`config.mk`:
```
export PLATFORM = sky130hd
export DESIGN_NAME = alarm_schedule_table_flat
export DESIGN_NICKNAME = d
export VERILOG_FILES = /design/src/rtl/alsch_pkg.sv /design/src/rtl/alsch_if.sv /design/src/rtl/alsch_ram.sv /design/src/rtl/alsch_ctrl.sv /design/src/rtl/alsch_dpath.sv /design/src/rtl/alarm_schedule_table.sv /design/src/flat_wrapper.sv
export SDC_FILE = /design/constraint.sdc
export NUM_CORES = 1
export LEC_CHECK = 0
export BUFFER_PORTS_ARGS = -buffer_cell sky130_fd_sc_hd__buf_2
export CAP_MARGIN = 20
export CORE_MARGIN = 5
export CORE_UTILIZATION = 40
export CTS_BUF_LIST = sky130_fd_sc_hd__clkbuf_16
export CTS_CLUSTER_SIZE = 40
export DETAILED_ROUTE_END_ITERATION = 8
export PLACE_DENSITY_LB_ADDON = 0.05
export SLEW_MARGIN = 10
export SYNTH_ARGS = -nofsm -noshare
export SYNTH_HDL_FRONTEND = slang
export SYNTH_SLANG_ARGS = --single-unit
```
`constraint.sdc`:
```
create_clock -name clk -period 6.7 [get_ports clk]
set_input_delay 0.67 -clock clk [delete_from_list [all_inputs] [get_ports clk]]
set_output_delay 0.67 -clock clk [all_outputs]
set_load 0.02 [all_outputs]
```
`src/rtl/alsch_pkg.sv`:
```
// ----------------------------------------------------------------------------
// alsch_pkg: shared constants and types of the alarm schedule table
// Table geometry, item kind codes and the controller/datapath handshake.
// ----------------------------------------------------------------------------
package alsch_pkg;

  // Table geometry; the table holds at most TABLE_SIZE-1 entries
  localparam int TABLE_SIZE = 16;
  localparam int ADDR_W     = $clog2(TABLE_SIZE);
  localparam int CNT_W      = $clog2(TABLE_SIZE + 1);

  // Field widths
  localparam int KIND_W  = 3;
  localparam int MIN_W   = 11;
  localparam int IDX_W   = 4;
  localparam int ENTRY_W = MIN_W + 1;  // melody bit above the minute

  // Minutes in a day
  localparam int DAY_MINUTES = 24 * 60;

  // Item kinds
  localparam logic [KIND_W-1:0] KIND_ADD    = 3'd0;
  localparam logic [KIND_W-1:0] KIND_DELETE = 3'd1;
  localparam logic [KIND_W-1:0] KIND_TICK   = 3'd2;
  localparam logic [KIND_W-1:0] KIND_QUERY  = 3'd3;
  localparam logic [KIND_W-1:0] KIND_CLEAR  = 3'd4;

  // Commands from the controller to the datapath
  typedef struct packed {
    logic load;        // latch the incoming item
    logic dispatch;    // first step of an item: add, clear, setup of scans and shifts
    logic scan_step;   // one step of the tick/query scan
    logic shift_step;  // one step of the shift-down after a removal
    logic out_load;    // copy the result into the output register
  } cmd_t;

  // Status from the datapath to the controller
  typedef struct packed {
    logic [KIND_W-1:0] kind;
    logic              del_ok;       // delete index below count
    logic              has_entries;  // count nonzero
    logic              pend;         // read data of the scan/shift is valid
    logic              at_end;       // read pointer reached count
    logic              match;        // tick entry under test matches
  } stat_t;

endpackage

```
`src/rtl/alsch_if.sv`:
```
// ----------------------------------------------------------------------------
// alsch_if: item and result channels of the alarm schedule table
// Valid/ready channels; a transfer happens when valid and ready are both high.
// ----------------------------------------------------------------------------
interface alsch_in_if;
  logic                         valid;
  logic                         ready;
  logic [alsch_pkg::KIND_W-1:0] kind;
  logic [alsch_pkg::MIN_W-1:0]  alarm_minute;
  logic                         melody;
  logic [alsch_pkg::IDX_W-1:0]  entry_index;
  logic [alsch_pkg::MIN_W-1:0]  current_minute;

  modport source (output valid, kind, alarm_minute, melody, entry_index,
                  current_minute, input ready);
  modport sink (input valid, kind, alarm_minute, melody, entry_index,
                current_minute, output ready);
endinterface

interface alsch_out_if;
  logic                        valid;
  logic                        ready;
  logic                        accepted;
  logic                        fired;
  logic                        fired_melody;
  logic                        nearest_valid;
  logic [alsch_pkg::IDX_W-1:0] nearest_index;
  logic [alsch_pkg::MIN_W-1:0] minutes_until;
  logic [alsch_pkg::CNT_W-1:0] entry_count;

  modport source (output valid, accepted, fired, fired_melody, nearest_valid,
                  nearest_index, minutes_until, entry_count, input ready);
  modport sink (input valid, accepted, fired, fired_melody, nearest_valid,
                nearest_index, minutes_until, entry_count, output ready);
endinterface

```
`src/rtl/alsch_ram.sv`:
```
// ----------------------------------------------------------------------------
// alsch_ram: generic simple dual-port RAM
// One write port, one read port with registered read data, no reset.
// ----------------------------------------------------------------------------
module alsch_ram #(
  parameter int WIDTH = 8,
  parameter int DEPTH = 16
) (
  input  logic                     clk,
  input  logic                     we,
  input  logic [$clog2(DEPTH)-1:0] waddr,
  input  logic [WIDTH-1:0]         wdata,
  input  logic [$clog2(DEPTH)-1:0] raddr,
  output logic [WIDTH-1:0]         rdata
);

  logic [WIDTH-1:0] mem [DEPTH];

  always_ff @(posedge clk) begin
    if (we) begin
      mem[waddr] <= wdata;
    end
    rdata <= mem[raddr];
  end

endmodule

```
`src/rtl/alsch_ctrl.sv`:
```
// ----------------------------------------------------------------------------
// alsch_ctrl: sequencer of the alarm schedule table
// Walks each item through dispatch, scan, shift and result hand-off.
// ----------------------------------------------------------------------------
module alsch_ctrl (
  input  logic            clk,
  input  logic            rst,
  input  logic            in_valid,
  output logic            in_ready,
  output logic            out_valid,
  input  logic            out_ready,
  output alsch_pkg::cmd_t cmd,
  input  alsch_pkg::stat_t stat
);

  localparam logic [2:0] ST_IDLE     = 3'd0;
  localparam logic [2:0] ST_DISPATCH = 3'd1;
  localparam logic [2:0] ST_SCAN     = 3'd2;
  localparam logic [2:0] ST_SHIFT    = 3'd3;
  localparam logic [2:0] ST_FIN      = 3'd4;

  logic [2:0] state;
  logic [2:0] state_next;
  logic       out_free;

  assign in_ready = (state == ST_IDLE);
  assign out_free = !out_valid || out_ready;

  // Next state and commands
  always_comb begin
    state_next = state;
    cmd        = '0;
    unique case (state)
      ST_IDLE: begin
        if (in_valid) begin
          cmd.load   = 1'b1;
          state_next = ST_DISPATCH;
        end
      end
      ST_DISPATCH: begin
        cmd.dispatch = 1'b1;
        case (stat.kind) inside
          alsch_pkg::KIND_DELETE: state_next = stat.del_ok ? ST_SHIFT : ST_FIN;
          alsch_pkg::KIND_TICK,
          alsch_pkg::KIND_QUERY: state_next = stat.has_entries ? ST_SCAN : ST_FIN;
          default: state_next = ST_FIN;
        endcase
      end
      ST_SCAN: begin
        cmd.scan_step = 1'b1;
        if (stat.match) begin
          state_next = ST_SHIFT;
        end else if (stat.pend && stat.at_end) begin
          state_next = ST_FIN;
        end
      end
      ST_SHIFT: begin
        cmd.shift_step = 1'b1;
        if (!stat.pend && stat.at_end) begin
          state_next = ST_FIN;
        end
      end
      ST_FIN: begin
        if (out_free) begin
          cmd.out_load = 1'b1;
          state_next   = ST_IDLE;
        end
      end
      default: state_next = ST_IDLE;
    endcase
  end

  // State and result-valid registers
  always_ff @(posedge clk) begin
    if (rst) begin
      state     <= ST_IDLE;
      out_valid <= 1'b0;
    end else begin
      state <= state_next;
      if (cmd.out_load) begin
        out_valid <= 1'b1;
      end else if (out_ready) begin
        out_valid <= 1'b0;
      end
    end
  end

endmodule

```
`src/rtl/alsch_dpath.sv`:
```
// ----------------------------------------------------------------------------
// alsch_dpath: entry store, scan pointer and result registers
// Holds the entry RAM and count, evaluates tick matches and query distances
// one entry per cycle, and moves later entries down after a removal.
// ----------------------------------------------------------------------------
module alsch_dpath (
  input  logic                         clk,
  input  logic                         rst,
  input  alsch_pkg::cmd_t              cmd,
  output alsch_pkg::stat_t             stat,
  input  logic [alsch_pkg::KIND_W-1:0] kind,
  input  logic [alsch_pkg::MIN_W-1:0]  alarm_minute,
  input  logic                         melody,
  input  logic [alsch_pkg::IDX_W-1:0]  entry_index,
  input  logic [alsch_pkg::MIN_W-1:0]  current_minute,
  output logic                         accepted,
  output logic                         fired,
  output logic                         fired_melody,
  output logic                         nearest_valid,
  output logic [alsch_pkg::IDX_W-1:0]  nearest_index,
  output logic [alsch_pkg::MIN_W-1:0]  minutes_until,
  output logic [alsch_pkg::CNT_W-1:0]  entry_count
);

  localparam int DW = alsch_pkg::MIN_W + 2;  // signed distance width

  // Latched item
  logic [alsch_pkg::KIND_W-1:0] kind_q;
  logic [alsch_pkg::MIN_W-1:0]  amin_q;
  logic                         mel_q;
  logic [alsch_pkg::IDX_W-1:0]  idx_q;
  logic [alsch_pkg::MIN_W-1:0]  cur_q;

  // Table control
  logic [alsch_pkg::CNT_W-1:0]  count;
  logic [alsch_pkg::CNT_W-1:0]  ptr;
  logic [alsch_pkg::ADDR_W-1:0] pidx;
  logic                         pend;

  // Working result
  logic                         r_acc;
  logic                         r_fired;
  logic                         r_fmel;
  logic                         r_nvalid;
  logic [alsch_pkg::IDX_W-1:0]  r_nidx;
  logic [alsch_pkg::MIN_W-1:0]  r_best;

  // RAM ports
  logic                          we;
  logic [alsch_pkg::ADDR_W-1:0]  waddr;
  logic [alsch_pkg::ENTRY_W-1:0] wdata;
  logic [alsch_pkg::ENTRY_W-1:0] rdata;
  logic [alsch_pkg::MIN_W-1:0]   rd_min;
  logic                          rd_mel;

  logic add_ok;
  logic del_ok;
  logic at_end;
  logic match;
  logic signed [DW-1:0] d1;
  logic signed [DW-1:0] d2;
  logic signed [DW-1:0] d3;
  logic [alsch_pkg::MIN_W-1:0] fwd_dist;

  alsch_ram #(
    .WIDTH(alsch_pkg::ENTRY_W),
    .DEPTH(alsch_pkg::TABLE_SIZE)
  ) u_ram (
    .clk  (clk),
    .we   (we),
    .waddr(waddr),
    .wdata(wdata),
    .raddr(ptr[alsch_pkg::ADDR_W-1:0]),
    .rdata(rdata)
  );

  assign rd_min = rdata[alsch_pkg::MIN_W-1:0];
  assign rd_mel = rdata[alsch_pkg::MIN_W];

  // Item checks
  assign add_ok = count < alsch_pkg::CNT_W'(alsch_pkg::TABLE_SIZE - 1);
  assign del_ok = alsch_pkg::CNT_W'(idx_q) < count;
  assign at_end = ptr >= count;
  assign match  = pend && (kind_q == alsch_pkg::KIND_TICK) && (rd_min == cur_q);

  assign stat.kind        = kind_q;
  assign stat.del_ok      = del_ok;
  assign stat.has_entries = (count != '0);
  assign stat.pend        = pend;
  assign stat.at_end      = at_end;
  assign stat.match       = match;

  // Forward distance, wrapped into 1..day (or beyond for out-of-day minutes)
  always_comb begin
    d1 = $signed({2'b00, rd_min}) - $signed({2'b00, cur_q});
    d2 = d1 + $signed(DW'(alsch_pkg::DAY_MINUTES));
    d3 = d1 + $signed(DW'(2 * alsch_pkg::DAY_MINUTES));
    if (d1 > $signed(DW'(0))) begin
      fwd_dist = d1[alsch_pkg::MIN_W-1:0];
    end else if (d2 > $signed(DW'(0))) begin
      fwd_dist = d2[alsch_pkg::MIN_W-1:0];
    end else begin
      fwd_dist = d3[alsch_pkg::MIN_W-1:0];
    end
  end

  // RAM write: append on add, move down during a shift
  always_comb begin
    we    = 1'b0;
    waddr = pidx - alsch_pkg::ADDR_W'(1);
    wdata = rdata;
    if (cmd.dispatch && (kind_q == alsch_pkg::KIND_ADD) && add_ok) begin
      we    = 1'b1;
      waddr = count[alsch_pkg::ADDR_W-1:0];
      wdata = {mel_q, amin_q};
    end else if (cmd.shift_step && pend) begin
      we = 1'b1;
    end
  end

  // Item latch (payload)
  always_ff @(posedge clk) begin
    if (cmd.load) begin
      kind_q <= kind;
      amin_q <= alarm_minute;
      mel_q  <= melody;
      idx_q  <= entry_index;
      cur_q  <= current_minute;
    end
  end

  // Count, scan pointer and working result
  always_ff @(posedge clk) begin
    if (rst) begin
      count <= '0;
      ptr   <= '0;
      pidx  <= '0;
      pend  <= 1'b0;
    end else if (cmd.dispatch) begin
      pend <= 1'b0;
      ptr  <= (kind_q == alsch_pkg::KIND_DELETE) ?
              alsch_pkg::CNT_W'(idx_q) + alsch_pkg::CNT_W'(1) : '0;
      if ((kind_q == alsch_pkg::KIND_ADD) && add_ok) begin
        count <= count + alsch_pkg::CNT_W'(1);
      end else if (kind_q == alsch_pkg::KIND_CLEAR) begin
        count <= '0;
      end
    end else if (cmd.scan_step && match) begin
      // Remove the fired entry: shift from the one after it
      ptr  <= alsch_pkg::CNT_W'(pidx) + alsch_pkg::CNT_W'(1);
      pend <= 1'b0;
    end else if (cmd.scan_step || cmd.shift_step) begin
      if (!at_end) begin
        pidx <= ptr[alsch_pkg::ADDR_W-1:0];
        ptr  <= ptr + alsch_pkg::CNT_W'(1);
        pend <= 1'b1;
      end else begin
        pend <= 1'b0;
      end
      if (cmd.shift_step && !pend && at_end) begin
        count <= count - alsch_pkg::CNT_W'(1);
      end
    end
  end

  always_ff @(posedge clk) begin
    if (cmd.dispatch) begin
      r_acc    <= ((kind_q == alsch_pkg::KIND_ADD) && add_ok) ||
                  ((kind_q == alsch_pkg::KIND_DELETE) && del_ok);
      r_fired  <= 1'b0;
      r_fmel   <= 1'b0;
      r_nvalid <= (kind_q == alsch_pkg::KIND_QUERY) && (count != '0);
      r_nidx   <= '0;
      r_best   <= '1;
    end else if (cmd.scan_step && pend) begin
      if (match) begin
        r_fired <= 1'b1;
        r_fmel  <= rd_mel;
      end else if ((kind_q == alsch_pkg::KIND_QUERY) && (fwd_dist < r_best)) begin
        // Strict compare keeps the lowest index on ties
        r_best <= fwd_dist;
        r_nidx <= alsch_pkg::IDX_W'(pidx);
      end
    end
  end

  // Output register
  always_ff @(posedge clk) begin
    if (cmd.out_load) begin
      accepted      <= r_acc;
      fired         <= r_fired;
      fired_melody  <= r_fmel;
      nearest_valid <= r_nvalid;
      nearest_index <= r_nvalid ? r_nidx : '0;
      minutes_until <= r_nvalid ? r_best : '0;
      entry_count   <= count;
    end
  end

endmodule

```
`src/rtl/alarm_schedule_table.sv`:
```
// ----------------------------------------------------------------------------
// alarm_schedule_table: compact list of alarm entries
// Flow: each transferred item is latched and dispatched; a tick or query on a
//   nonempty table then scans the entries, a valid delete or a fired tick
//   shifts the later entries down, and the result is then registered for output.
// Throughput: one item at a time; the next item is taken while a result waits.
// Reset: synchronous, active high; empties the table, no clearing pass.
// ----------------------------------------------------------------------------
module alarm_schedule_table (
  input  logic         clk,
  input  logic         rst,
  alsch_in_if.sink     item_in,
  alsch_out_if.source  result_out
);

  alsch_pkg::cmd_t  cmd;
  alsch_pkg::stat_t stat;

  alsch_ctrl u_ctrl (
    .clk      (clk),
    .rst      (rst),
    .in_valid (item_in.valid),
    .in_ready (item_in.ready),
    .out_valid(result_out.valid),
    .out_ready(result_out.ready),
    .cmd      (cmd),
    .stat     (stat)
  );

  alsch_dpath u_dpath (
    .clk           (clk),
    .rst           (rst),
    .cmd           (cmd),
    .stat          (stat),
    .kind          (item_in.kind),
    .alarm_minute  (item_in.alarm_minute),
    .melody        (item_in.melody),
    .entry_index   (item_in.entry_index),
    .current_minute(item_in.current_minute),
    .accepted      (result_out.accepted),
    .fired         (result_out.fired),
    .fired_melody  (result_out.fired_melody),
    .nearest_valid (result_out.nearest_valid),
    .nearest_index (result_out.nearest_index),
    .minutes_until (result_out.minutes_until),
    .entry_count   (result_out.entry_count)
  );

endmodule
```
`src/flat_wrapper.sv`:
```
// flat-port wrapper written by rule: the top's interface ports become plain ports
module alarm_schedule_table_flat 
  (clk, rst, item_in_valid, item_in_kind, item_in_alarm_minute, item_in_melody, item_in_entry_index, item_in_current_minute, item_in_ready, result_out_valid, result_out_accepted, result_out_fired, result_out_fired_melody, result_out_nearest_valid, result_out_nearest_index, result_out_minutes_until, result_out_entry_count, result_out_ready);
  alsch_in_if item_in_i ();
  alsch_out_if result_out_i ();
  input  logic clk;
  input  logic rst;
  input wire logic [$bits(item_in_i.valid)-1:0] item_in_valid;
  input wire logic [$bits(item_in_i.kind)-1:0] item_in_kind;
  input wire logic [$bits(item_in_i.alarm_minute)-1:0] item_in_alarm_minute;
  input wire logic [$bits(item_in_i.melody)-1:0] item_in_melody;
  input wire logic [$bits(item_in_i.entry_index)-1:0] item_in_entry_index;
  input wire logic [$bits(item_in_i.current_minute)-1:0] item_in_current_minute;
  output wire logic [$bits(item_in_i.ready)-1:0] item_in_ready;
  output wire logic [$bits(result_out_i.valid)-1:0] result_out_valid;
  output wire logic [$bits(result_out_i.accepted)-1:0] result_out_accepted;
  output wire logic [$bits(result_out_i.fired)-1:0] result_out_fired;
  output wire logic [$bits(result_out_i.fired_melody)-1:0] result_out_fired_melody;
  output wire logic [$bits(result_out_i.nearest_valid)-1:0] result_out_nearest_valid;
  output wire logic [$bits(result_out_i.nearest_index)-1:0] result_out_nearest_index;
  output wire logic [$bits(result_out_i.minutes_until)-1:0] result_out_minutes_until;
  output wire logic [$bits(result_out_i.entry_count)-1:0] result_out_entry_count;
  input wire logic [$bits(result_out_i.ready)-1:0] result_out_ready;
  assign item_in_i.valid = item_in_valid;
  assign item_in_i.kind = item_in_kind;
  assign item_in_i.alarm_minute = item_in_alarm_minute;
  assign item_in_i.melody = item_in_melody;
  assign item_in_i.entry_index = item_in_entry_index;
  assign item_in_i.current_minute = item_in_current_minute;
  assign item_in_ready = item_in_i.ready;
  assign result_out_valid = result_out_i.valid;
  assign result_out_accepted = result_out_i.accepted;
  assign result_out_fired = result_out_i.fired;
  assign result_out_fired_melody = result_out_i.fired_melody;
  assign result_out_nearest_valid = result_out_i.nearest_valid;
  assign result_out_nearest_index = result_out_i.nearest_index;
  assign result_out_minutes_until = result_out_i.minutes_until;
  assign result_out_entry_count = result_out_i.entry_count;
  assign result_out_i.ready = result_out_ready;
  alarm_schedule_table u_core (.clk(clk), .rst(rst), .item_in(item_in_i), .result_out(result_out_i));
endmodule
```
# [After elaboration in Yosys (flattened, before gate mapping)]
# Memories as Yosys holds them, arrays and structs flattened. A register that Yosys moved wholly into a read port is not among the register bits.
# Index checks and enable logic that the tools add are counted.
[op_classes] n_addsub=9 n_mul=0 div=0 n_lt_le_gt_ge=6 eq_ne=16 n_shift=0 n_mux=39 n_bitwise=4 n_reduce_logical=35
[ops] operator="2-to-1 mux 5 bit" count=11
[ops] operator="2-to-1 mux 3 bit" count=9
[ops] operator="2-to-1 mux 11 bit" count=2
[ops] operator="logical AND 1 bit" count=15
[ops] operator="case mux 3 bit (5 select lines)" count=1
[ops] operator="2-to-1 mux 1 bit" count=14
[ops] operator="adder 12 x 12 -> 13 bit (second input constant)" count=1
[ops] operator="> comparator 13 x 1 -> 1 bit (second input constant)" count=1
[ops] operator="== test 3 x 2 -> 1 bit (second input constant)" count=4
[ops] operator="> comparator 12 x 1 -> 1 bit (second input constant)" count=1
[ops] operator="2-to-1 mux 12 bit" count=1
[ops] operator="AND reduction 4 bit" count=3
[ops] operator="subtractor 11 x 11 -> 12 bit" count=1
[ops] operator="adder 11 bit (second input constant)" count=1
[ops] operator="== test 11 bit" count=1
[ops] operator="< comparator 11 bit" count=1
[ops] operator="adder 4 x 1 -> 5 bit (second input constant)" count=2
[ops] operator="adder 5 x 1 -> 5 bit (second input constant)" count=2
[ops] operator="!= test 2 bit (second input constant)" count=4
[ops] operator="== test 3 x 1 -> 1 bit (second input constant)" count=2
[ops] operator="== test 3 bit (second input constant)" count=2
[ops] operator="zero test 3 bit" count=2
[ops] operator="nonzero test 2 bit" count=3
[ops] operator="greater-or-equal comparator 5 bit" count=1
[ops] operator="17 further kinds" count=24
[word_totals] register_bits=92 latchBits=0 mem_bits_rw=192 mem_bits_ro=0 in_bits=34 wordCells=134 memories=1
[mem_list] memory="u_core.u_dpath.u_ram.mem" depth=16 width=12 rd=1 rd_ports_with_merged_regs=1 write_ports=1 line="alsch_ram.sv:17" rtl="logic [WIDTH-1:0] mem [DEPTH];"

# [Logic depth before layout (Yosys ltp)]
# Gate-level depths: netlist of run 1.
[logic_depth] word_depth=8 depth_mapped=25

# [Hierarchy]
# From an unflattened synthesis of run 1, not the netlist that was laid out.
[unflattened] hier_cells=915 area_unflattened_um2=13322.8
[by_module_without_submodules] module="alsch_ram" instances=1 cells_per_inst=329 area_each_um2=7599.8
[by_module_without_submodules] module="alsch_dpath" instances=1 cells_per_inst=542 area_each_um2=5368.9
[by_module_without_submodules] module="alsch_ctrl" instances=1 cells_per_inst=44 area_each_um2=354.1

# [Worst setup path before layout of run 1]
# No wires, ideal clock.
[synth_path] path_type="register -> register" start="register u_core.u_dpath.cur_q[0] (netlist name)" end="register u_core.u_dpath.r_nidx[1] (netlist name)" setup_ps=71 arrival_time_ps=4835 required_time_ps=6629 slack_ps=1793 path_stages_with_launch=23 cell_sequence="edfxtp_1 ha_1 fa_1 nor2b_1 o211ai_1 nand3b_1 xor2_1 ha_1 inv_1 xnor3_1 or4b_4 a2111oi_4 nor2_1 xnor2_1 ha_1 o21ai_0 a21oi_1 o31ai_1 and4_1 clkbuf_1 clkbuf_1 nand2_1 a21oi_1"
[synth_via] elab_chain_len=8
[synth_rtl] element="from (decl)" line="alsch_dpath.sv:32" rtl="logic [alsch_pkg::MIN_W-1:0] cur_q;"
[synth_rtl] element="from (signal assigned)" line="alsch_dpath.sv:128" rtl="cur_q <= current_minute;"
[synth_rtl] element="subtractor 11 x 11 -> 12 bit *" line="alsch_dpath.sv:95" rtl="d1 = $signed({2'b00, rd_min}) - $signed({2'b00, cur_q});"
[synth_rtl] element="adder 12 x 12 -> 13 bit" line="alsch_dpath.sv:96" rtl="d2 = d1 + $signed(DW'(alsch_pkg::DAY_MINUTES));"
[synth_rtl] element="> comparator 13 x 1 -> 1 bit" line="alsch_dpath.sv:100" rtl="end else if (d2 > $signed(DW'(0))) begin"
[synth_rtl] element="2-to-1 mux 11 bit" line="alsch_dpath.sv:100"
[synth_rtl] element="2-to-1 mux 11 bit *" line="alsch_dpath.sv:98" rtl="if (d1 > $signed(DW'(0))) begin"
[synth_rtl] element="via u_core.u_dpath.fwd_dist, one bit" line="alsch_dpath.sv:63" rtl="logic [alsch_pkg::MIN_W-1:0] fwd_dist;"
[synth_rtl] element="< comparator 11 bit *" line="alsch_dpath.sv:179" rtl="end else if ((kind_q == alsch_pkg::KIND_QUERY) && (fwd_dist < r_best)) begin"
[synth_rtl] element="logical AND 1 bit *" line="alsch_dpath.sv:179"
[synth_rtl] element="AND reduction 3 bit (no line) *"
[synth_rtl] element="to (signal assigned)" line="alsch_dpath.sv:182" rtl="r_nidx <= alsch_pkg::IDX_W'(pidx);"
[synth_rtl] element="to (decl)" line="alsch_dpath.sv:45" rtl="logic [alsch_pkg::IDX_W-1:0] r_nidx;"
# The timed path passes the listed nets; every way through them passes the cells marked *.
# A chain may end at the register's enable or synchronous reset.

# [Worst setup path after layout of run 1]
[layout_path] start="register u_core.u_dpath.cur_q[0] (netlist name)" end="register u_core.u_dpath.r_best[9] (netlist name)"
[layout_via] elab_chain_len=8
[layout_rtl] element="subtractor 11 x 11 -> 12 bit *" line="alsch_dpath.sv:95"
[layout_rtl] element="adder 12 x 12 -> 13 bit" line="alsch_dpath.sv:96"
[layout_rtl] element="> comparator 13 x 1 -> 1 bit" line="alsch_dpath.sv:100"
[layout_rtl] element="2-to-1 mux 11 bit" line="alsch_dpath.sv:100"
[layout_rtl] element="2-to-1 mux 11 bit *" line="alsch_dpath.sv:98"
[layout_rtl] element="via u_core.u_dpath.fwd_dist, one bit" line="alsch_dpath.sv:63"
[layout_rtl] element="< comparator 11 bit *" line="alsch_dpath.sv:179"
[layout_rtl] element="logical AND 1 bit *" line="alsch_dpath.sv:179"
[layout_rtl] element="AND reduction 3 bit (no line) *"
[layout_rtl] element="to (signal assigned)" line="alsch_dpath.sv:181" rtl="r_best <= fwd_dist;"
[layout_rtl] element="to (decl)" line="alsch_dpath.sv:46" rtl="logic [alsch_pkg::MIN_W-1:0] r_best;"
# Marks and branches as above.

==> impl_metrics.xml, run 1 <==
<?xml version="1.0" encoding="UTF-8"?>
<metrics>
  <group name="yosys">
    <metric name="synth.net_count" unit="">942</metric>
    <metric name="synth.cell_area" unit="mm^2">0.01289</metric>
    <metric name="count_of_mapped_cells_out_of_synthesis" unit="">869</metric>
    <metric name="seq_area_frac_synth" unit="">0.6521</metric>
    <metric name="synthFlopType" unit="">sky130_fd_sc_hd__edfxtp_1</metric>
    <metric name="distinct_cells_synth" unit="">67</metric>
    <metric name="synth.avg_cell_area" unit="um^2">14.84</metric>
    <metric name="synth-async-reset-ratio" unit="">0</metric>
    <metric name="synth-edff-count" unit="">248</metric>
    <metric name="synth-seq-cells" unit="">296</metric>
    <metric name="ys_warn_count" unit="">0</metric>
  </group>
  <group name="global_routing">
    <metric name="antenna_found_initial" unit="">0</metric>
    <metric name="grtUsageTotal" unit="">0.1750</metric>
    <metric name="globalRouteMet3Util" unit="">0.02716</metric>
    <metric name="grt_first_pass_wirelength" unit="mm">48.04</metric>
    <metric name="gr-usage-met2" unit="">0.3031</metric>
    <metric name="globalRoute.totalOverflow" unit="">0</metric>
    <metric name="first_global_vias" unit="">7873</metric>
    <metric name="largest_net_degree_at_the_start_of_global_routing" unit="">52</metric>
    <metric name="busiest_grt_layer" unit="">met2</metric>
    <metric name="met1_use_gr" unit="">0.2339</metric>
  </group>
  <group name="floorplan">
    <metric name="design.core.area" unit="mm^2">0.03172</metric>
    <metric name="start_util" unit="">0.4065</metric>
    <metric name="die-area" unit="mm^2">0.03593</metric>
    <metric name="rows" unit="">65</metric>
    <metric name="dieHeight" unit="um">189.5</metric>
    <metric name="dieWidth" unit="um">189.5</metric>
    <metric name="num_io_pins" unit="">60</metric>
  </group>
  <group name="layout">
    <metric name="final_core_util" unit="">0.4727</metric>
    <metric name="nFillCells" unit="">2765</metric>
    <metric name="final_layout_size_suffix_gt1_frac" unit="">0.2296</metric>
    <metric name="area.growth.synth_to_final" unit="%">16.28</metric>
    <metric name="layout.nets" unit="">1027</metric>
    <metric name="antenna_cells_inserted" unit="">0</metric>
    <metric name="multi_input_area" unit="mm^2">0.004207</metric>
    <metric name="final_cell_count_no_fill" unit="">1382</metric>
    <metric name="ff_latch_area" unit="mm^2">0.008413</metric>
  </group>
  <group name="run">
    <metric name="maxCapViolCount" unit="">0</metric>
  </group>
  <group name="min_path">
    <metric name="worst_hold_path.num_cells" unit="">1</metric>
    <metric name="hold_class" unit="">in2reg</metric>
  </group>
  <group name="critical_path">
    <metric name="worst_path_dominant_cell_family" unit="">simple AND/OR/NAND/NOR gates</metric>
    <metric name="crit_cells" unit="">20</metric>
    <metric name="rrSetupSlack" unit="ns">0.89</metric>
    <metric name="setup.worst_path.end" unit="">u_core.u_dpath.r_best[9]$_SDFFE_PP1P_</metric>
    <metric name="critical_path_required" unit="ns">7.12</metric>
    <metric name="path_cells" unit="">ha_1 -&gt; fa_1 -&gt; nor2b_1 -&gt; o211ai_1 -&gt; nand3b_1 -&gt; xor2_1 -&gt; ha_1 -&gt; inv_1 -&gt; xnor3_1 -&gt; or4b_4 -&gt; a2111oi_4 -&gt; nor2_1 -&gt; xnor2_1 -&gt; ha_1 -&gt; o21ai_0 -&gt; a21oi_1 -&gt; o31ai_1 -&gt; nand4_1 -&gt; or3_1 -&gt; o2111ai_1</metric>
    <metric name="critPathLaunch" unit="">u_core.u_dpath.cur_q[0]$_DFFE_PP_</metric>
    <metric name="reg2reg_to" unit="">u_core.u_dpath.r_best[9]$_SDFFE_PP1P_</metric>
    <metric name="critical_path_buf_inv_count" unit="">1</metric>
    <metric name="critical_path.slowest_cell" unit="">sky130_fd_sc_hd__nand4_1</metric>
    <metric name="top_fanout_value_on_the_critical_path" unit="">17</metric>
    <metric name="r2r_start" unit="">u_core.u_dpath.cur_q[0]$_DFFE_PP_</metric>
    <metric name="timing.setup.critical_path_class" unit="">reg2reg</metric>
    <metric name="crit_path_max_incr_delay" unit="ns">0.59</metric>
    <metric name="cp.arrival" unit="ns">6.23</metric>
    <metric name="crit_top_cell" unit="">sky130_fd_sc_hd__ha_1</metric>
    <metric name="worst-r2r-cell-count" unit="">20</metric>
    <metric name="critical_path.startpoint_type" unit="">register</metric>
    <metric name="end_kind" unit="">register</metric>
  </group>
  <group name="cts">
    <metric name="htreeDepth" unit="">2</metric>
    <metric name="tritoncts.num_buffers" unit="">34</metric>
    <metric name="post_cts_resized" unit="">0</metric>
    <metric name="clock_tree.buffer_depth" unit="">3</metric>
    <metric name="cts.sinks" unit="">296</metric>
    <metric name="clock_tree_from_tritoncts" unit="">done</metric>
    <metric name="cts.repair_timing.setup_buffer_count" unit="">0</metric>
    <metric name="cell_at_the_root_of_the_clock_tree" unit="">sky130_fd_sc_hd__clkbuf_16</metric>
    <metric name="cts_hold_repair.buffers" unit="">0</metric>
    <metric name="clk_pin_slew" unit="ns">0.06</metric>
    <metric name="clk-insertion-delay-late" unit="ns">0.51</metric>
  </group>
  <group name="placement">
    <metric name="total_half_perimeter_wirelength_after_legalization_and_detailed_placement" unit="mm">20.58</metric>
    <metric name="place.port_buffers" unit="">59</metric>
    <metric name="dpl.cell_count" unit="">1319</metric>
    <metric name="routabilityCongestion" unit="">0.8605</metric>
  </group>
  <group name="pwr">
    <metric name="power_density" unit="mW/mm^2">478.2</metric>
    <metric name="report.power.total" unit="uW">7170</metric>
    <metric name="power.leakage" unit="uW">0.005264</metric>
    <metric name="ir_drop" unit="uV">245.7</metric>
  </group>
  <group name="drt">
    <metric name="ant_nets" unit="">0</metric>
    <metric name="drt_first_iter_violations" unit="">616</metric>
    <metric name="route.detailed.drc" unit="">0</metric>
    <metric name="route.detailed.wl_per_inst" unit="um">22.58</metric>
    <metric name="first_pass_drt_iterations" unit="">5</metric>
    <metric name="vias_per_cell" unit="">5.527</metric>
    <metric name="via_count" unit="">7639</metric>
    <metric name="totalWireLength" unit="mm">31.21</metric>
  </group>
  <group name="timing">
    <metric name="finalSetupViolations" unit="">0</metric>
    <metric name="final.min_clock_period" unit="ns">5.806</metric>
    <metric name="finClkSkew" unit="ns">0.01644</metric>
    <metric name="rsz0062_at_grt" unit="">no</metric>
    <metric name="worst_slew_pin_slew" unit="ns">1.124</metric>
    <metric name="timing.fmax" unit="MHz">172.2</metric>
    <metric name="setup_tns" unit="ns">0</metric>
    <metric name="timing.max_slew.rel_slack" unit="">0.2497</metric>
    <metric name="slew_viol_final" unit="">0</metric>
    <metric name="fin_crit_sh" unit="">0.8665</metric>
    <metric name="hold_viol_final" unit="">0</metric>
  </group>
  <group name="run_status">
    <metric name="outcome" unit="">complete, no violations</metric>
  </group>
</metrics>
## placed cells by master, fill, tap and decap left out, types with 8 or more instances in the layout
| cell type | instances |
|---|---|
| sky130_fd_sc_hd__o21a_1 | 8 |
| sky130_fd_sc_hd__mux2i_1 | 10 |
| sky130_fd_sc_hd__nor2_1 | 38 |
| sky130_fd_sc_hd__nand3_1 | 15 |
| sky130_fd_sc_hd__a211oi_1 | 8 |
| sky130_fd_sc_hd__buf_4 | 26 |
| sky130_fd_sc_hd__a21o_1 | 12 |
| sky130_fd_sc_hd__nand2_1 | 72 |
| sky130_fd_sc_hd__o211ai_1 | 8 |
| sky130_fd_sc_hd__edfxtp_1 | 248 |
| sky130_fd_sc_hd__nor2_2 | 16 |
| sky130_fd_sc_hd__and2_1 | 19 |
| sky130_fd_sc_hd__buf_2 | 59 |
| sky130_fd_sc_hd__ha_1 | 38 |
| sky130_fd_sc_hd__mux4_2 | 60 |
| sky130_fd_sc_hd__clkbuf_16 | 35 |
| sky130_fd_sc_hd__dfxtp_1 | 46 |
| sky130_fd_sc_hd__a21oi_1 | 31 |
| sky130_fd_sc_hd__nand4_1 | 8 |
| sky130_fd_sc_hd__xnor2_1 | 13 |
| sky130_fd_sc_hd__o21ai_0 | 22 |
| sky130_fd_sc_hd__nor3_1 | 15 |
| sky130_fd_sc_hd__inv_1 | 50 |
## logic make-up after synthesis
kind of cell    synth area share
fa+ha+maj                0.03843
compound gates           0.07463
mux                       0.1134
buf+inv                  0.02475
simple gates             0.08268
flops                     0.6521
xor+xnor                 0.01397
## final cells by class
type | instances | share of cell area
flip-flops and latches | 296 | 0.5611
multi-input cells | 489 | 0.2806
clock buffers | 35 | 0.05842
repair buffers | 86 | 0.03455
well taps | 402 | 0.03355
clock inverters | 27 | 0.02003
inverters | 47 | 0.01177
## through the flow
step / cell area (um^2) / setup WS, ns / hold slack, ns
2_1_floorplan: 12890 / 1.793 / 0.4003
3_3_place_gp: 13790 / 1.102 / 0.4090
3_5_place_dp: 13790 / 0.9005 / 0.4160
4_1_cts: 14970 / 0.9001 / 0.3064
5_1_grt: 14990 / 0.5191 / 0.3103
6_report: 14990 / 0.8943 / 0.3350
## how the worst min path moves through the flow
stage | start | to
global route | item_in_alarm_minute[5] | u_core.u_dpath.amin_q[5]$_DFFE_PP_
finish | item_in_alarm_minute[6] | u_core.u_dpath.amin_q[6]$_DFFE_PP_
CTS | item_in_alarm_minute[5] | u_core.u_dpath.amin_q[5]$_DFFE_PP_
detailed placement | u_core.u_dpath.r_acc$_DFFE_PP_ | u_core.u_dpath.accepted$_DFFE_PP_
floorplan | u_core.u_dpath.r_acc$_DFFE_PP_ | u_core.u_dpath.accepted$_DFFE_PP_
global placement | u_core.u_dpath.r_acc$_DFFE_PP_ | u_core.u_dpath.accepted$_DFFE_PP_
## power by group
group	internal [uW]	total, uW	switching (uW)	leakage (uW)
Combinational	1020	2670	1650	0.00203
Sequential	2410	2570	168	0.00264
Clock	1190	1930	741	0.000586
Total	4620	7170	2550	0.00526
## cells in the mapped netlist (10+ instances only)
library cell / number / area, um^2
sky130_fd_sc_hd__edfxtp_1: 248 / 7447
sky130_fd_sc_hd__nor3_1: 15 / 75.07
sky130_fd_sc_hd__nand2_1: 72 / 270.3
sky130_fd_sc_hd__a21oi_1: 31 / 155.2
sky130_fd_sc_hd__and2_1: 19 / 118.9
sky130_fd_sc_hd__o21ai_0: 22 / 110.1
sky130_fd_sc_hd__nor2_1: 54 / 202.7
sky130_fd_sc_hd__mux4_2: 60 / 1351
sky130_fd_sc_hd__nand3_1: 15 / 75.07
sky130_fd_sc_hd__clkbuf_1: 27 / 101.4
sky130_fd_sc_hd__dfxtp_1: 48 / 960.9
sky130_fd_sc_hd__inv_1: 47 / 176.4
sky130_fd_sc_hd__mux2i_1: 10 / 100.1
sky130_fd_sc_hd__a21o_1: 12 / 90.09
sky130_fd_sc_hd__ha_1: 38 / 475.5
sky130_fd_sc_hd__xnor2_1: 13 / 113.9
## sequential cells by signal, indices dropped and copies added (netlist names), 3 cells and up
| signal | count |
|---|---|
| u_core.u_dpath.r_best | 11 |
| u_core.u_dpath.minutes_until | 11 |
| u_core.u_dpath.ptr | 5 |
| u_core.u_dpath.kind_q | 3 |
| u_core.u_dpath.entry_count | 5 |
| u_core.u_dpath.r_nidx | 4 |
| u_core.u_dpath.cur_q | 11 |
| u_core.u_dpath.pidx | 4 |
| u_core.u_dpath.u_ram.rdata | 12 |
| u_core.u_dpath.idx_q | 4 |
| u_core.u_dpath.count | 5 |
| u_core.u_dpath.nearest_index | 4 |
| u_core.u_dpath.amin_q | 11 |
| u_core.u_ctrl.state | 3 |
| u_core.u_dpath.u_ram.mem | 192 |
## layer usage
layer	vias up	part of all wire
li1	3537	-
met1	3847	0.43
met2	201	0.50
met3	54	0.042
met4	0	0.021
met5	-	0
Power figures use the tool's default switching activity.
==> run 2: changes to the inputs <==
ABC_AREA = 1   (was not set)
==> run 2 against run 1 <==
Net effect: worst hold slack better by 0.0039 ns; final area grew 1.8%; final cell count increased by 27%; clock-buffer cell count is the same; die area is 3.3% higher; sequential cell count stayed put; sequential share of layout area fell by 1.0 points; clock power down 11%; worst setup slack gained 0.77 ns; global-route usage rose by 0.54 points; critical path depth grew 7.
==> impl_metrics.xml, run 2 <==
<?xml version="1.0" encoding="UTF-8"?>
<metrics>
  <group name="yosys">
    <metric name="synth-async-reset-ratio" unit="">0</metric>
    <metric name="synth.net_count" unit="">1287</metric>
    <metric name="ys_top_cells_by_area" unit="">sky130_fd_sc_hd__edfxtp_1 (56%), sky130_fd_sc_hd__dfxtp_1 (7.2%), sky130_fd_sc_hd__nand2_1 (5.7%), sky130_fd_sc_hd__ha_1 (3.6%), sky130_fd_sc_hd__nor2_1 (3.5%)</metric>
    <metric name="distinct_cells_synth" unit="">52</metric>
    <metric name="synthFlopType" unit="">sky130_fd_sc_hd__edfxtp_1</metric>
    <metric name="synth.most_common_cell" unit="">sky130_fd_sc_hd__edfxtp_1</metric>
    <metric name="synth.largest_area_cell" unit="">sky130_fd_sc_hd__edfxtp_1</metric>
    <metric name="seq_area_frac_synth" unit="">0.6300</metric>
    <metric name="count_of_mapped_cells_out_of_synthesis" unit="">1214</metric>
    <metric name="yosys-top-cells-count" unit="">sky130_fd_sc_hd__edfxtp_1 (248), sky130_fd_sc_hd__nand2_1 (204), sky130_fd_sc_hd__nor2_1 (125)</metric>
    <metric name="synth.avg_cell_area" unit="um^2">10.99</metric>
    <metric name="synthDominantCellAreaShare" unit="">0.5580</metric>
    <metric name="synth.cell_area" unit="mm^2">0.01335</metric>
    <metric name="synth-seq-cells" unit="">296</metric>
    <metric name="ys_warn_count" unit="">0</metric>
    <metric name="synth-edff-count" unit="">248</metric>
  </group>
  <group name="pwr">
    <metric name="power_density" unit="mW/mm^2">460.2</metric>
    <metric name="power.leakage" unit="uW">0.005894</metric>
    <metric name="report.power.total" unit="uW">7027</metric>
    <metric name="ir_drop" unit="uV">219.6</metric>
  </group>
  <group name="timing">
    <metric name="finalHoldWorstSlack" unit="ns">0.3389</metric>
    <metric name="timing.max_slew.rel_slack" unit="">0.3095</metric>
    <metric name="fin_crit_sh" unit="">0.7509</metric>
    <metric name="worst_slew_pin_slew" unit="ns">1.033</metric>
    <metric name="rsz0062_at_grt" unit="">no</metric>
    <metric name="setup_tns" unit="ns">0</metric>
    <metric name="finClkSkew" unit="ns">0.01897</metric>
    <metric name="timing.fmax" unit="MHz">198.8</metric>
    <metric name="slew_viol_final" unit="">0</metric>
    <metric name="hold_viol_final" unit="">0</metric>
    <metric name="finalSetupViolations" unit="">0</metric>
    <metric name="final.min_clock_period" unit="ns">5.031</metric>
  </group>
  <group name="drt">
    <metric name="first_pass_drt_iterations" unit="">5</metric>
    <metric name="vias_per_cell" unit="">5.165</metric>
    <metric name="ant_nets" unit="">0</metric>
    <metric name="drt_first_iter_violations" unit="">718</metric>
    <metric name="via_count" unit="">9069</metric>
    <metric name="route.detailed.drc" unit="">0</metric>
    <metric name="route.detailed.wl_per_inst" unit="um">19.08</metric>
    <metric name="totalWireLength" unit="mm">33.51</metric>
  </group>
  <group name="critical_path">
    <metric name="worst-r2r-cell-count" unit="">27</metric>
    <metric name="critical_path.slowest_cell" unit="">sky130_fd_sc_hd__fa_1</metric>
    <metric name="timing.setup.critical_path_class" unit="">reg2reg</metric>
    <metric name="crit_path_max_incr_delay" unit="ns">0.46</metric>
    <metric name="top_fanout_value_on_the_critical_path" unit="">17</metric>
    <metric name="worst_path_dominant_cell_family" unit="">simple AND/OR/NAND/NOR gates</metric>
    <metric name="critical_path_required" unit="ns">7.13</metric>
    <metric name="critical_path.startpoint_type" unit="">register</metric>
    <metric name="cp.arrival" unit="ns">5.46</metric>
    <metric name="crit_cells" unit="">27</metric>
    <metric name="critical_path_buf_inv_count" unit="">2</metric>
    <metric name="end_kind" unit="">register</metric>
  </group>
  <group name="layout">
    <metric name="largestRegisters" unit="">u_core.u_dpath.u_ram.mem: 192 flops, u_core.u_dpath.u_ram.rdata: 12 flops</metric>
    <metric name="largest_register" unit="">u_core.u_dpath.u_ram.mem</metric>
    <metric name="final_core_util" unit="">0.4669</metric>
    <metric name="final_common_cell" unit="">sky130_fd_sc_hd__edfxtp_1</metric>
    <metric name="final_layout_size_suffix_gt1_frac" unit="">0.1248</metric>
    <metric name="final_cell_mix" unit="">sky130_fd_sc_hd__edfxtp_1 (248), sky130_fd_sc_hd__nand2_1 (204), sky130_fd_sc_hd__inv_1 (130), sky130_fd_sc_hd__nor2_1 (122), sky130_fd_sc_hd__o21ai_0 (75)</metric>
    <metric name="antenna_cells_inserted" unit="">0</metric>
    <metric name="largest_register_ffs" unit="">192</metric>
    <metric name="layout.nets" unit="">1362</metric>
    <metric name="final_cell_count_no_fill" unit="">1756</metric>
    <metric name="area.growth.synth_to_final" unit="%">14.39</metric>
  </group>
  <group name="cts">
    <metric name="post_cts_resized" unit="">0</metric>
    <metric name="cts.sinks" unit="">296</metric>
    <metric name="clk_pin_slew" unit="ns">0.06</metric>
    <metric name="tritoncts.num_buffers" unit="">35</metric>
    <metric name="cts.repair_timing.setup_buffer_count" unit="">0</metric>
    <metric name="cell_at_the_root_of_the_clock_tree" unit="">sky130_fd_sc_hd__clkbuf_16</metric>
    <metric name="htreeDepth" unit="">2</metric>
    <metric name="clock_tree.buffer_depth" unit="">3</metric>
    <metric name="clock_tree_from_tritoncts" unit="">done</metric>
    <metric name="cts_hold_repair.buffers" unit="">0</metric>
    <metric name="clk-insertion-delay-late" unit="ns">0.51</metric>
  </group>
  <group name="floorplan">
    <metric name="dieWidth" unit="um">192.7</metric>
    <metric name="num_io_pins" unit="">60</metric>
    <metric name="design.core.area" unit="mm^2">0.03270</metric>
    <metric name="start_util" unit="">0.4081</metric>
    <metric name="dieHeight" unit="um">192.7</metric>
    <metric name="die-area" unit="mm^2">0.03712</metric>
    <metric name="rows" unit="">66</metric>
  </group>
  <group name="global_routing">
    <metric name="antenna_found_initial" unit="">0</metric>
    <metric name="globalRoute.totalOverflow" unit="">0</metric>
    <metric name="first_global_vias" unit="">8801</metric>
    <metric name="grtUsageTotal" unit="">0.1805</metric>
    <metric name="largest_net_degree_at_the_start_of_global_routing" unit="">101</metric>
    <metric name="grt_first_pass_wirelength" unit="mm">51.58</metric>
  </group>
  <group name="placement">
    <metric name="place.port_buffers" unit="">59</metric>
    <metric name="routabilityCongestion" unit="">0.8589</metric>
    <metric name="dpl.cell_count" unit="">1694</metric>
    <metric name="total_half_perimeter_wirelength_after_legalization_and_detailed_placement" unit="mm">21.83</metric>
  </group>
  <group name="min_path">
    <metric name="hold_class" unit="">in2reg</metric>
    <metric name="worst_hold_path.num_cells" unit="">1</metric>
  </group>
  <group name="run">
    <metric name="maxCapViolCount" unit="">0</metric>
  </group>
  <group name="run_status">
    <metric name="outcome" unit="">complete, no violations</metric>
  </group>
</metrics>
==> run 2: cell count changes in the layout (fill, tap and decap cells not counted), moves of 39 or more <==
cell                       previous run  this run
sky130_fd_sc_hd__o221ai_1             1        40
sky130_fd_sc_hd__mux4_2              60         0
sky130_fd_sc_hd__nand2_1             72       204
sky130_fd_sc_hd__nand3_1             15        56
sky130_fd_sc_hd__o21ai_0             22        75
sky130_fd_sc_hd__inv_1               50       130
sky130_fd_sc_hd__nor2_1              38       122
==> run 2: cells by family (layout without fill, tap and decap cells) <==
| group | count (synthesis) | in the layout | synth area share |
|---|---|---|---|
| flip-flops | 296 | 296 | 0.6300 |
| AO/OA/AOI/OAI | 221 | 221 | 0.1056 |
| AND/OR/NAND/NOR | 435 | 435 | 0.1414 |
| XOR/XNOR | 12 | 12 | 0.007875 |
| buffers and inverters | 172 | 272 | 0.04884 |
| adder cells (fa/ha/maj) | 39 | 39 | 0.03712 |
| multiplexers | 39 | 39 | 0.02925 |
==> run 2: report_power, final <==
part / leakage, uW / switching [uW] / internal [uW] / total, uW
Sequential: 0.00265 / 154 / 2410 / 2560
Clock: 0.000553 / 723 / 991 / 1710
Combinational: 0.00269 / 1890 / 861 / 2750
Total: 0.00589 / 2760 / 4260 / 7030
==> run 2: final timing paths <==
kind                                                        start  slack, ns                                     to
worst max register to register  u_core.u_dpath.cur_q[0]$_DFFE_PP_       1.67  u_core.u_dpath.r_nidx[1]$_SDFFE_PP0P_
worst max-delay path            u_core.u_dpath.cur_q[0]$_DFFE_PP_       1.67  u_core.u_dpath.r_nidx[1]$_SDFFE_PP0P_
worst min-delay path                    item_in_current_minute[7]       0.34      u_core.u_dpath.cur_q[7]$_DFFE_PP_
worst min register to register     u_core.u_dpath.r_acc$_DFFE_PP_       0.42      u_core.u_dpath.accepted$_DFFE_PP_
==> run 2: stage by stage <==
step	instance area (um^2)	setup slack (ns)
floorplan	13350	2.385
detailed placement	14220	1.689
finish	15270	1.669
global placement	14220	1.844
CTS	15270	1.658
global route	15270	1.231
==> run 2: routing by layer <==
layer | GRT usage | wire [um]
met2 | 0.2994 | 16000
met5 | 0 | 0
met1 | 0.2481 | 15290
met3 | 0.02713 | 1437
met4 | 0.04909 | 782
==> run 2: layout make-up <==
| class | count | area [um^2] |
|---|---|---|
| Timing Repair Buffer | 85 | 490.5 |
| Clock buffer | 35 | 875.8 |
| Multi-Input combinational cell | 746 | 4299 |
| Clock inverter | 27 | 166.4 |
| Inverter | 125 | 469.2 |
| Tap cell | 442 | 553.0 |
| Sequential cell | 296 | 8413 |
| Fill cell | 3084 | 17430 |
